## src/hdl/sha256_message_hash_top_assert.svh

```systemverilog
// assertion macros shared by the sha-256 message hash rtl
`ifndef SHA256_MESSAGE_HASH_TOP_ASSERT_SVH
`define SHA256_MESSAGE_HASH_TOP_ASSERT_SVH

// same-cycle implication, checked on every clock edge out of reset
`define SMH_ASSERT_IMPL(lbl, ante, cons, msg) \
    lbl: assert property (@(posedge clk) disable iff (!rst_n) (ante) |-> (cons)) \
        else $error(msg);

// next-cycle implication, checked on every clock edge out of reset
`define SMH_ASSERT_NEXT(lbl, ante, cons, msg) \
    lbl: assert property (@(posedge clk) disable iff (!rst_n) (ante) |=> (cons)) \
        else $error(msg);

`endif

```

## src/hdl/smh_pkg.sv

```systemverilog
// types, constants and round functions of the sha-256 message hash
`timescale 1ns / 1ps

package smh_pkg;

    localparam int BLOCK_WORDS = 16;

    // one input beat
    typedef struct packed {
        logic [7:0] data_byte;
        logic       byte_present;
        logic       end_of_message;
    } msg_beat_t;

    // one output beat
    typedef struct packed {
        logic [31:0] digest_word;
        logic [2:0]  word_number;
        logic        last_word;
    } dig_beat_t;

    typedef logic [7:0][31:0] work_vars_t;

    function automatic logic [31:0] rotr(input logic [31:0] x, input int n);
        logic [63:0] d;
        begin
            d = {x, x} >> n;
            return d[31:0];
        end
    endfunction

    function automatic logic [31:0] big_sigma0(input logic [31:0] x);
        return rotr(x, 2) ^ rotr(x, 13) ^ rotr(x, 22);
    endfunction

    function automatic logic [31:0] big_sigma1(input logic [31:0] x);
        return rotr(x, 6) ^ rotr(x, 11) ^ rotr(x, 25);
    endfunction

    function automatic logic [31:0] small_sigma0(input logic [31:0] x);
        return rotr(x, 7) ^ rotr(x, 18) ^ (x >> 3);
    endfunction

    function automatic logic [31:0] small_sigma1(input logic [31:0] x);
        return rotr(x, 17) ^ rotr(x, 19) ^ (x >> 10);
    endfunction

    // initial hash words
    function automatic logic [31:0] init_hash(input logic [2:0] i);
        logic [31:0] r;
        begin
            unique case (i)
                3'd0: r = 32'h6a09e667;
                3'd1: r = 32'hbb67ae85;
                3'd2: r = 32'h3c6ef372;
                3'd3: r = 32'ha54ff53a;
                3'd4: r = 32'h510e527f;
                3'd5: r = 32'h9b05688c;
                3'd6: r = 32'h1f83d9ab;
                3'd7: r = 32'h5be0cd19;
                default: r = 32'h0;
            endcase
            return r;
        end
    endfunction

    // round constants
    function automatic logic [31:0] round_k(input logic [5:0] t);
        logic [31:0] r;
        begin
            unique case (t)
                6'd0:  r = 32'h428a2f98; 6'd1:  r = 32'h71374491;
                6'd2:  r = 32'hb5c0fbcf; 6'd3:  r = 32'he9b5dba5;
                6'd4:  r = 32'h3956c25b; 6'd5:  r = 32'h59f111f1;
                6'd6:  r = 32'h923f82a4; 6'd7:  r = 32'hab1c5ed5;
                6'd8:  r = 32'hd807aa98; 6'd9:  r = 32'h12835b01;
                6'd10: r = 32'h243185be; 6'd11: r = 32'h550c7dc3;
                6'd12: r = 32'h72be5d74; 6'd13: r = 32'h80deb1fe;
                6'd14: r = 32'h9bdc06a7; 6'd15: r = 32'hc19bf174;
                6'd16: r = 32'he49b69c1; 6'd17: r = 32'hefbe4786;
                6'd18: r = 32'h0fc19dc6; 6'd19: r = 32'h240ca1cc;
                6'd20: r = 32'h2de92c6f; 6'd21: r = 32'h4a7484aa;
                6'd22: r = 32'h5cb0a9dc; 6'd23: r = 32'h76f988da;
                6'd24: r = 32'h983e5152; 6'd25: r = 32'ha831c66d;
                6'd26: r = 32'hb00327c8; 6'd27: r = 32'hbf597fc7;
                6'd28: r = 32'hc6e00bf3; 6'd29: r = 32'hd5a79147;
                6'd30: r = 32'h06ca6351; 6'd31: r = 32'h14292967;
                6'd32: r = 32'h27b70a85; 6'd33: r = 32'h2e1b2138;
                6'd34: r = 32'h4d2c6dfc; 6'd35: r = 32'h53380d13;
                6'd36: r = 32'h650a7354; 6'd37: r = 32'h766a0abb;
                6'd38: r = 32'h81c2c92e; 6'd39: r = 32'h92722c85;
                6'd40: r = 32'ha2bfe8a1; 6'd41: r = 32'ha81a664b;
                6'd42: r = 32'hc24b8b70; 6'd43: r = 32'hc76c51a3;
                6'd44: r = 32'hd192e819; 6'd45: r = 32'hd6990624;
                6'd46: r = 32'hf40e3585; 6'd47: r = 32'h106aa070;
                6'd48: r = 32'h19a4c116; 6'd49: r = 32'h1e376c08;
                6'd50: r = 32'h2748774c; 6'd51: r = 32'h34b0bcb5;
                6'd52: r = 32'h391c0cb3; 6'd53: r = 32'h4ed8aa4a;
                6'd54: r = 32'h5b9cca4f; 6'd55: r = 32'h682e6ff3;
                6'd56: r = 32'h748f82ee; 6'd57: r = 32'h78a5636f;
                6'd58: r = 32'h84c87814; 6'd59: r = 32'h8cc70208;
                6'd60: r = 32'h90befffa; 6'd61: r = 32'ha4506ceb;
                6'd62: r = 32'hbef9a3f7; 6'd63: r = 32'hc67178f2;
                default: r = 32'h0;
            endcase
            return r;
        end
    endfunction

endpackage

```

## src/hdl/smh_ram.sv

```systemverilog
// generic single-write single-read ram with registered read data
`timescale 1ns / 1ps

module smh_ram #(
    parameter int WIDTH = 32,
    parameter int DEPTH = 16
) (
    input  logic                     clk,
    input  logic                     we,
    input  logic [$clog2(DEPTH)-1:0] waddr,
    input  logic [WIDTH-1:0]         wdata,
    input  logic [$clog2(DEPTH)-1:0] raddr,
    output logic [WIDTH-1:0]         rdata
);

    logic [WIDTH-1:0] mem [DEPTH];

    // write port and registered read port
    always_ff @(posedge clk)
    begin
        if (we)
        begin
            mem[waddr] <= wdata;
        end
        rdata <= mem[raddr];
    end

endmodule

```

## src/hdl/smh_round.sv

```systemverilog
// one compression round and one message schedule expansion step
`timescale 1ns / 1ps

module smh_round (
    input  smh_pkg::work_vars_t v,
    input  logic [31:0]         wt,
    input  logic [31:0]         k,
    input  logic [31:0]         x16,
    input  logic [31:0]         x15,
    input  logic [31:0]         x7,
    input  logic [31:0]         x2,
    output smh_pkg::work_vars_t v_next,
    output logic [31:0]         w_new
);

    logic [31:0] t1;
    logic [31:0] t2;

    // round temporaries
    assign t1 = v[7] + smh_pkg::big_sigma1(v[4]) + ((v[4] & v[5]) ^ (~v[4] & v[6])) + k + wt;
    assign t2 = smh_pkg::big_sigma0(v[0]) + ((v[0] & v[1]) ^ (v[0] & v[2]) ^ (v[1] & v[2]));

    // rotate the working variables
    always_comb
    begin
        v_next[7] = v[6];
        v_next[6] = v[5];
        v_next[5] = v[4];
        v_next[4] = v[3] + t1;
        v_next[3] = v[2];
        v_next[2] = v[1];
        v_next[1] = v[0];
        v_next[0] = t1 + t2;
    end

    // schedule word for rounds 16 and up
    assign w_new = x16 + smh_pkg::small_sigma0(x15) + x7 + smh_pkg::small_sigma1(x2);

endmodule

```

## src/hdl/sha256_message_hash_top.sv

```systemverilog
// sha-256 message hash: byte packing, padding, round sequencer and digest output
//
// Usage:
// - msg channel: one beat carries an optional message byte and an optional
//   end mark. msg_stall is high while a block is compressed, padded or the
//   digest is being sent; a byte beat without an end mark that does not fill a block leaves it low.
// - dig channel: after an end mark the eight digest words leave in order,
//   word_number 0 first, last_word set on word 7. S_OUT_RD reads each word
//   and S_OUT_LD loads it into the output register, waiting while dig_stall holds.
// - A full block runs S_LOADV to load the working variables, then per round
//   S_RD1 and S_RD2, plus S_WN for rounds 16..63 (the schedule memory is
//   read twice per expanded word), and S_RND; S_FINC then folds the result back
//   into the chain memory. Padding writes up to 16 schedule words, 1 a cycle.
// - An end mark therefore costs one or two blocks plus the digest readout
//   before the next beat is taken.
// - Reset clears the control state and marks all chain words as holding the
//   initial hash; no clearing pass runs, the first beat is taken at once.
// - A stalled digest beat stays in the output register unchanged; the
//   readout waits for it.
`timescale 1ns / 1ps

`include "sha256_message_hash_top_assert.svh"

module sha256_message_hash_top (
    input  logic                clk,
    input  logic                rst_n,
    input  logic                msg_valid,
    output logic                msg_stall,
    input  smh_pkg::msg_beat_t  msg,
    output logic                dig_valid,
    input  logic                dig_stall,
    output smh_pkg::dig_beat_t  dig
);

    localparam logic [3:0] S_IDLE   = 4'd0;
    localparam logic [3:0] S_PAD    = 4'd1;
    localparam logic [3:0] S_LOADV  = 4'd2;
    localparam logic [3:0] S_RD1    = 4'd3;
    localparam logic [3:0] S_RD2    = 4'd4;
    localparam logic [3:0] S_WN     = 4'd5;
    localparam logic [3:0] S_RND    = 4'd6;
    localparam logic [3:0] S_FINC   = 4'd7;
    localparam logic [3:0] S_OUT_RD = 4'd8;
    localparam logic [3:0] S_OUT_LD = 4'd9;

    localparam logic [1:0] JOB_DATA  = 2'd0;
    localparam logic [1:0] JOB_SPILL = 2'd1;
    localparam logic [1:0] JOB_FINAL = 2'd2;

    localparam int SAW = $clog2(smh_pkg::BLOCK_WORDS);

    logic [3:0]          state_reg, state_next;
    logic [31:0]         cnt_reg, cnt_next;
    logic [31:0]         acc_reg, acc_next;
    logic                end_pend_reg, end_pend_next;
    logic                pad2_reg, pad2_next;
    logic [SAW-1:0]      pad_idx_reg, pad_idx_next;
    logic [1:0]          job_reg, job_next;
    logic [3:0]          seq_reg, seq_next;
    logic [5:0]          t_reg, t_next;
    logic [31:0]         x16_reg, x16_next;
    logic [31:0]         x15_reg, x15_next;
    logic [31:0]         wt_reg, wt_next;
    smh_pkg::work_vars_t v_reg, v_next;
    logic [7:0]          vld_reg, vld_next;
    logic [2:0]          oj_reg, oj_next;
    logic                dig_valid_reg;
    smh_pkg::dig_beat_t  dig_reg;

    logic                accept;
    logic                dig_load;
    logic [5:0]          pos;
    logic [31:0]         cnt_inc;
    logic [4:0]          shift;
    logic [31:0]         new_acc;
    logic [4:0]          psh;
    logic [31:0]         marker;
    logic [31:0]         len_word;
    logic [31:0]         pad_word;
    logic [2:0]          seqm1;
    logic [2:0]          cidx;
    logic [31:0]         chv;
    logic [31:0]         w_new;
    smh_pkg::work_vars_t v_rnd;

    logic                s_we;
    logic [SAW-1:0]      s_waddr;
    logic [31:0]         s_wdata;
    logic [SAW-1:0]      s_ra_a, s_ra_b;
    logic [31:0]         rd_a, rd_b;
    logic                c_we;
    logic [2:0]          c_waddr, c_raddr;
    logic [31:0]         c_wdata, c_rdata;

    // schedule window, two copies for two reads a cycle
    smh_ram #(.WIDTH(32), .DEPTH(smh_pkg::BLOCK_WORDS)) u_sched_a (
        .clk(clk), .we(s_we), .waddr(s_waddr), .wdata(s_wdata),
        .raddr(s_ra_a), .rdata(rd_a)
    );

    smh_ram #(.WIDTH(32), .DEPTH(smh_pkg::BLOCK_WORDS)) u_sched_b (
        .clk(clk), .we(s_we), .waddr(s_waddr), .wdata(s_wdata),
        .raddr(s_ra_b), .rdata(rd_b)
    );

    // chain value memory
    smh_ram #(.WIDTH(32), .DEPTH(8)) u_chain (
        .clk(clk), .we(c_we), .waddr(c_waddr), .wdata(c_wdata),
        .raddr(c_raddr), .rdata(c_rdata)
    );

    // round and schedule arithmetic
    smh_round u_round (
        .v(v_reg), .wt(wt_reg), .k(smh_pkg::round_k(t_reg)),
        .x16(x16_reg), .x15(x15_reg), .x7(rd_a), .x2(rd_b),
        .v_next(v_rnd), .w_new(w_new)
    );

    assign msg_stall = (state_reg != S_IDLE);
    assign accept    = msg_valid && !msg_stall;
    assign dig_valid = dig_valid_reg;
    assign dig       = dig_reg;

    // byte packing into the partial word
    assign pos     = cnt_reg[5:0];
    assign cnt_inc = cnt_reg + 32'd1;
    assign shift   = {~pos[1:0], 3'b000};
    assign new_acc = (pos[1:0] == 2'd0) ? {msg.data_byte, 24'h0}
                                        : (acc_reg | ({24'h0, msg.data_byte} << shift));

    // padding words
    assign psh      = {~pos[1:0], 3'b000};
    assign marker   = (pos[1:0] == 2'd0) ? 32'h8000_0000
                    : ((acc_reg & (32'hFFFF_FFFF << (psh + 5'd8))) | (32'h80 << psh));
    assign len_word = {cnt_reg[28:0], 3'b000};

    always_comb
    begin
        if (!pad2_reg && pad_idx_reg == pos[5:2])
        begin
            pad_word = marker;
        end
        else if (pad_idx_reg == 4'd15 && (pad2_reg || pos < 6'd56))
        begin
            pad_word = len_word;
        end
        else
        begin
            pad_word = 32'h0;
        end
    end

    // chain word with reset value for words not yet written
    assign seqm1 = seq_reg[2:0] - 3'd1;
    assign cidx  = (state_reg == S_OUT_LD) ? oj_reg : seqm1;
    assign chv   = vld_reg[cidx] ? c_rdata : smh_pkg::init_hash(cidx);

    // sequencer
    always_comb
    begin
        state_next    = state_reg;
        cnt_next      = cnt_reg;
        acc_next      = acc_reg;
        end_pend_next = end_pend_reg;
        pad2_next     = pad2_reg;
        pad_idx_next  = pad_idx_reg;
        job_next      = job_reg;
        seq_next      = seq_reg;
        t_next        = t_reg;
        x16_next      = x16_reg;
        x15_next      = x15_reg;
        wt_next       = wt_reg;
        v_next        = v_reg;
        vld_next      = vld_reg;
        oj_next       = oj_reg;
        dig_load      = 1'b0;
        s_we          = 1'b0;
        s_waddr       = '0;
        s_wdata       = 32'h0;
        s_ra_a        = '0;
        s_ra_b        = '0;
        c_we          = 1'b0;
        c_waddr       = 3'd0;
        c_wdata       = 32'h0;
        c_raddr       = 3'd0;

        unique case (state_reg)
            S_IDLE:
            begin
                if (accept)
                begin
                    if (msg.byte_present)
                    begin
                        acc_next = new_acc;
                        cnt_next = cnt_inc;
                        if (pos[1:0] == 2'd3)
                        begin
                            s_we    = 1'b1;
                            s_waddr = pos[5:2];
                            s_wdata = new_acc;
                        end
                        if (pos == 6'd63)
                        begin
                            state_next    = S_LOADV;
                            seq_next      = 4'd0;
                            job_next      = JOB_DATA;
                            end_pend_next = msg.end_of_message;
                        end
                        else if (msg.end_of_message)
                        begin
                            state_next   = S_PAD;
                            pad2_next    = 1'b0;
                            pad_idx_next = cnt_inc[5:2];
                        end
                    end
                    else if (msg.end_of_message)
                    begin
                        state_next   = S_PAD;
                        pad2_next    = 1'b0;
                        pad_idx_next = pos[5:2];
                    end
                end
            end
            S_PAD:
            begin
                s_we    = 1'b1;
                s_waddr = pad_idx_reg;
                s_wdata = pad_word;
                if (pad_idx_reg == 4'd15)
                begin
                    job_next   = (!pad2_reg && pos >= 6'd56) ? JOB_SPILL : JOB_FINAL;
                    state_next = S_LOADV;
                    seq_next   = 4'd0;
                end
                else
                begin
                    pad_idx_next = pad_idx_reg + 4'd1;
                end
            end
            S_LOADV:
            begin
                c_raddr = seq_reg[2:0];
                if (seq_reg != 4'd0)
                begin
                    v_next[seqm1] = chv;
                end
                if (seq_reg == 4'd8)
                begin
                    state_next = S_RD1;
                    t_next     = 6'd0;
                end
                else
                begin
                    seq_next = seq_reg + 4'd1;
                end
            end
            S_RD1:
            begin
                s_ra_a     = t_reg[3:0];
                s_ra_b     = t_reg[3:0] + 4'd1;
                state_next = S_RD2;
            end
            S_RD2:
            begin
                s_ra_a     = t_reg[3:0] + 4'd9;
                s_ra_b     = t_reg[3:0] + 4'd14;
                x16_next   = rd_a;
                x15_next   = rd_b;
                wt_next    = rd_a;
                state_next = (t_reg[5:4] == 2'd0) ? S_RND : S_WN;
            end
            S_WN:
            begin
                s_we       = 1'b1;
                s_waddr    = t_reg[3:0];
                s_wdata    = w_new;
                wt_next    = w_new;
                state_next = S_RND;
            end
            S_RND:
            begin
                v_next = v_rnd;
                if (t_reg == 6'd63)
                begin
                    state_next = S_FINC;
                    seq_next   = 4'd0;
                end
                else
                begin
                    t_next     = t_reg + 6'd1;
                    state_next = S_RD1;
                end
            end
            S_FINC:
            begin
                c_raddr = seq_reg[2:0];
                if (seq_reg != 4'd0)
                begin
                    c_we            = 1'b1;
                    c_waddr         = seqm1;
                    c_wdata         = chv + v_reg[seqm1];
                    vld_next[seqm1] = 1'b1;
                end
                if (seq_reg == 4'd8)
                begin
                    unique case (job_reg)
                        JOB_DATA:
                        begin
                            if (end_pend_reg)
                            begin
                                state_next   = S_PAD;
                                pad2_next    = 1'b0;
                                pad_idx_next = pos[5:2];
                            end
                            else
                            begin
                                state_next = S_IDLE;
                            end
                        end
                        JOB_SPILL:
                        begin
                            state_next   = S_PAD;
                            pad2_next    = 1'b1;
                            pad_idx_next = '0;
                        end
                        default:
                        begin
                            state_next = S_OUT_RD;
                            oj_next    = 3'd0;
                        end
                    endcase
                end
                else
                begin
                    seq_next = seq_reg + 4'd1;
                end
            end
            S_OUT_RD:
            begin
                c_raddr    = oj_reg;
                state_next = S_OUT_LD;
            end
            S_OUT_LD:
            begin
                c_raddr = oj_reg;
                if (!dig_valid_reg || !dig_stall)
                begin
                    dig_load = 1'b1;
                    if (oj_reg == 3'd7)
                    begin
                        vld_next   = 8'h00;
                        cnt_next   = 32'h0;
                        state_next = S_IDLE;
                    end
                    else
                    begin
                        oj_next    = oj_reg + 3'd1;
                        state_next = S_OUT_RD;
                    end
                end
            end
            default:
            begin
                state_next = S_IDLE;
            end
        endcase
    end

    // control registers
    always_ff @(posedge clk or negedge rst_n)
    begin
        if (!rst_n)
        begin
            state_reg     <= S_IDLE;
            cnt_reg       <= 32'h0;
            end_pend_reg  <= 1'b0;
            pad2_reg      <= 1'b0;
            pad_idx_reg   <= '0;
            job_reg       <= JOB_DATA;
            seq_reg       <= 4'd0;
            t_reg         <= 6'd0;
            vld_reg       <= 8'h00;
            oj_reg        <= 3'd0;
            dig_valid_reg <= 1'b0;
        end
        else
        begin
            state_reg    <= state_next;
            cnt_reg      <= cnt_next;
            end_pend_reg <= end_pend_next;
            pad2_reg     <= pad2_next;
            pad_idx_reg  <= pad_idx_next;
            job_reg      <= job_next;
            seq_reg      <= seq_next;
            t_reg        <= t_next;
            vld_reg      <= vld_next;
            oj_reg       <= oj_next;
            if (dig_load)
            begin
                dig_valid_reg <= 1'b1;
            end
            else if (!dig_stall)
            begin
                dig_valid_reg <= 1'b0;
            end
        end
    end

    // payload registers
    always_ff @(posedge clk)
    begin
        acc_reg <= acc_next;
        x16_reg <= x16_next;
        x15_reg <= x15_next;
        wt_reg  <= wt_next;
        v_reg   <= v_next;
        if (dig_load)
        begin
            dig_reg.digest_word <= chv;
            dig_reg.word_number <= oj_reg;
            dig_reg.last_word   <= (oj_reg == 3'd7);
        end
    end

    `SMH_ASSERT_NEXT(a_last_round, state_reg == S_RND && t_reg == 6'd63, state_reg == S_FINC, "round 63 not followed by chain update")
    `SMH_ASSERT_NEXT(a_full_block, accept && msg.byte_present && pos == 6'd63, state_reg == S_LOADV && seq_reg == 4'd0, "full block did not start compression")
    `SMH_ASSERT_NEXT(a_restart, dig_load && oj_reg == 3'd7, vld_reg == 8'h00 && cnt_reg == 32'h0 && dig_valid_reg && dig_reg.last_word, "hash did not restart after last digest beat")
    `SMH_ASSERT_IMPL(a_readout_busy, dig_valid_reg && !dig_reg.last_word, state_reg == S_OUT_RD || state_reg == S_OUT_LD, "digest readout left before last word")

endmodule

```

## config.mk

```make
export PLATFORM = sky130hd
export DESIGN_NAME = sha256_message_hash_top
export DESIGN_NICKNAME = d
export VERILOG_FILES = /design/src/hdl/smh_pkg.sv /design/src/hdl/smh_ram.sv /design/src/hdl/smh_round.sv /design/src/hdl/sha256_message_hash_top.sv
export VERILOG_INCLUDE_DIRS = /design/src /design/src/hdl
export SDC_FILE = /design/constraint.sdc
export NUM_CORES = 2
export LEC_CHECK = 0
export CELL_PAD_IN_SITES_DETAIL_PLACEMENT = 0
export CELL_PAD_IN_SITES_GLOBAL_PLACEMENT = 1
export CORE_ASPECT_RATIO = 1.25
export CORE_MARGIN = 3
export CORE_UTILIZATION = 25
export CTS_CLUSTER_DIAMETER = 80
export CTS_CLUSTER_SIZE = 30
export DETAILED_ROUTE_END_ITERATION = 12
export DONT_BUFFER_PORTS = 1
export PLACE_DENSITY_LB_ADDON = 0.1
export SLEW_MARGIN = 10
export SYNTH_ARGS = -nofsm -noshare
export SYNTH_HDL_FRONTEND = slang
export SYNTH_SLANG_ARGS = --single-unit
```

## constraint.sdc

```tcl
create_clock -name clk -period 15.31 [get_ports clk]
set_input_delay 0.7655 -clock clk [delete_from_list [all_inputs] [get_ports clk]]
set_output_delay 0.7655 -clock clk [all_outputs]
set_load 0.02 [all_outputs]
```

==> reports/metrics.yaml <==
drc: 0
drt_iter0_drc: 4111
routed_via_density: 5.09
finalWeightedCongestion: 0.882
synth_cells: 6432
ys_seq_area_frac: 0.515
final_nets: 6671
clockBufferDepth: 3
maxCapViolations: 0
wl_per_cell_um: 31.9
start_kind: "flop"
cts_tree: "yes"
vias: 52600
core_area_mm2: 0.302
power_density_mw_per_mm2: 83.0
setup_violations: 0
outcome: "finished, final reports clean"
layout_common_cells: "1188 x edfxtp_1, 894 x nand2_1, 354 x o21ai_0, 307 x inv_1, 300 x xnor2_1"
clkTransAtPathRegs_ns: 0.09
worstSetupPathType: "flop to flop"
grt_usage: 0.207
final_common_cell: "edfxtp_1"
rsz0062_at_grt: "false"
setup_slack_ns: 5.76
port-buffer-count: 0
drt_first_pass_iters: 6
grt_pass1_vias: 53800
htreeDepth: 3
postCtsSetupRepairBufs: 0
overflow: 0
crit_fanout: 33
period_share: 0.624
numCtsBuffers: 100
cts.sinks: 1347
io_pins: 52
insertion_delay_ns: 0.80
max_freq_ghz: 0.105
finalHoldViolCount: 0
p_leak_uw: 0.0273
critPathArrivalTime_ns: 10.04
die-area_mm2: 0.311
antenna_found_initial: 12
grt_first_pass_wirelength_um: 454000
start_util: 0.252
avgSynthCellArea_um2: 11.8
synthFlopType: "edfxtp_1"
rows: 225
slowest_stage: "clkinv_1"
cts_resized: 0
dpl_worst_slack_ns: 5.96
die_w_um: 499
drv_slew: 0
synth_cell_types: 100
finalPower_uw: 7040
hp-class: "primary input to flop"
cts_root_buf: "clkbuf_16"
max_stage_delay_ns: 0.96
fin_crit_ns: 9.55
chipHeight_um: 622
ir_worst_vdd_mv: 0.0798
drive_gt1_frac: 0.122
fin_tns_setup_ns: 0
largest_reg_flops: 512
area_delta_synth_final_pct: 11.6
finalClockSkew_ns: 0.0535
synthesis.area_mm2: 0.0760
grt_start_max_net_pins: 75
crit_path_end_kind: "flop"
async_flop_share: 0.0468
maxSlewHeadroom: 0.144
ant_nets: 0
hpwl_um: 235000
syn-num-nets: 6828
ys_ff_latch: 1347
wl_um: 329000
required_ns: 15.81
synth_edf_count: 1188
worst_pin_slew_ns: 1.28
ys_warn_count: 0
-- path summary, 6_finish.rpt --
kind                                end  slack [ns]  depth (start not counted)       start
hold / removal             end_pend_reg        0.17                          1      msg[0]
hold reg to reg              vld_reg[1]        0.49                          2  vld_reg[1]
max in group asynchronous      t_reg[3]       14.33                          2       rst_n
setup / recovery              v_reg[30]        5.76                         32    t_reg[2]
min in group asynchronous   cnt_reg[27]        0.60                          2       rst_n
setup reg to reg              v_reg[30]        5.76                         32    t_reg[2]
-- cell type report --
cell class | instances | area [µm²]
Clock buffer | 106 | 2580
Sequential cell | 1347 | 39200
Inverter | 312 | 1170
Antenna cell | 4 | 10.0
Timing Repair Buffer | 161 | 1240
Fill cell | 31000 | 217000
Tap cell | 3972 | 4970
Multi-Input combinational cell | 4353 | 34500
Clock inverter | 81 | 1130
-- cell usage after synthesis (93+ instances only) --
library cell	instances	area (µm²)
fa_1	188	3760
a31oi_1	103	644
a21o_1	93	698
o22ai_1	97	607
dfxtp_1	96	1920
o21ai_0	357	1790
nand3_1	259	1300
nand2_1	898	3370
xnor2_1	300	2630
a211oi_1	101	758
inv_1	307	1150
a21oi_1	279	1400
ha_1	194	2430
clkbuf_1	330	1240
xor2_1	110	963
mux4_2	275	6190
edfxtp_1	1188	35700
nor2_1	292	1100
-- logic make-up (layout without fill, tap and decap cells) --
family | after synthesis | after routing | synth area share
AO/OA/AOI/OAI | 1407 | 1407 | 0.120
XOR/XNOR | 412 | 412 | 0.0478
adder cells (fa/ha/maj) | 403 | 403 | 0.0842
buffers and inverters | 732 | 660 | 0.0373
flip-flops | 1347 | 1347 | 0.515
multiplexers | 344 | 344 | 0.0913
other | 0 | 4 | 0
AND/OR/NAND/NOR | 1787 | 1787 | 0.104
-- critical path: cells and delay by family, from the launching register on --
kind | cells | cell delay [ns]
adders and majority gates | 4 | 1.79
xor gates and xnor gates | 2 | 0.51
DFF | 1 | 0.74
AOI/OAI and AO/OA | 13 | 3.23
and+or+nand+nor | 9 | 1.82
buffers and inverters | 4 | 1.15
-- routing by layer --
metal	wire, µm	track usage	share of wire
met1	133000	0.250	0.40
met2	170000	0.374	0.52
met3	10300	0.0204	0.031
met4	16100	0.0871	0.049
met5	0	0	0
-- power by group --
| group | switching [µW] | leakage, µW | total, µW | internal [µW] |
|---|---|---|---|---|
| registers | 0.0000000000000616 | 0.0104 | 3930 | 3930 |
| logic | 5.14 | 0.0151 | 6.63 | 1.47 |
| clock network | 1690 | 0.00180 | 3100 | 1410 |
-- per-stage QoR --
stage | hold slack, ns | area (µm²) | utilization | cells
floorplan | 0.437 | 76000 | - | 6432
global placement | 0.476 | 81100 | 0.269 | 10100
detailed placement | 0.482 | 81100 | 0.269 | 10100
CTS | 0.0780 | 84800 | 0.281 | 10300
global route | 0.0917 | 84800 | 0.281 | 10300
finish | 0.165 | 84800 | 0.281 | 10300
-- timing repair --
item,CTS,global route
endpoints found under the setup margin,0,0
hold buffers,2,0
hold endpoints to repair,63,0
Note: power is estimated with default switching activity, not from simulation.
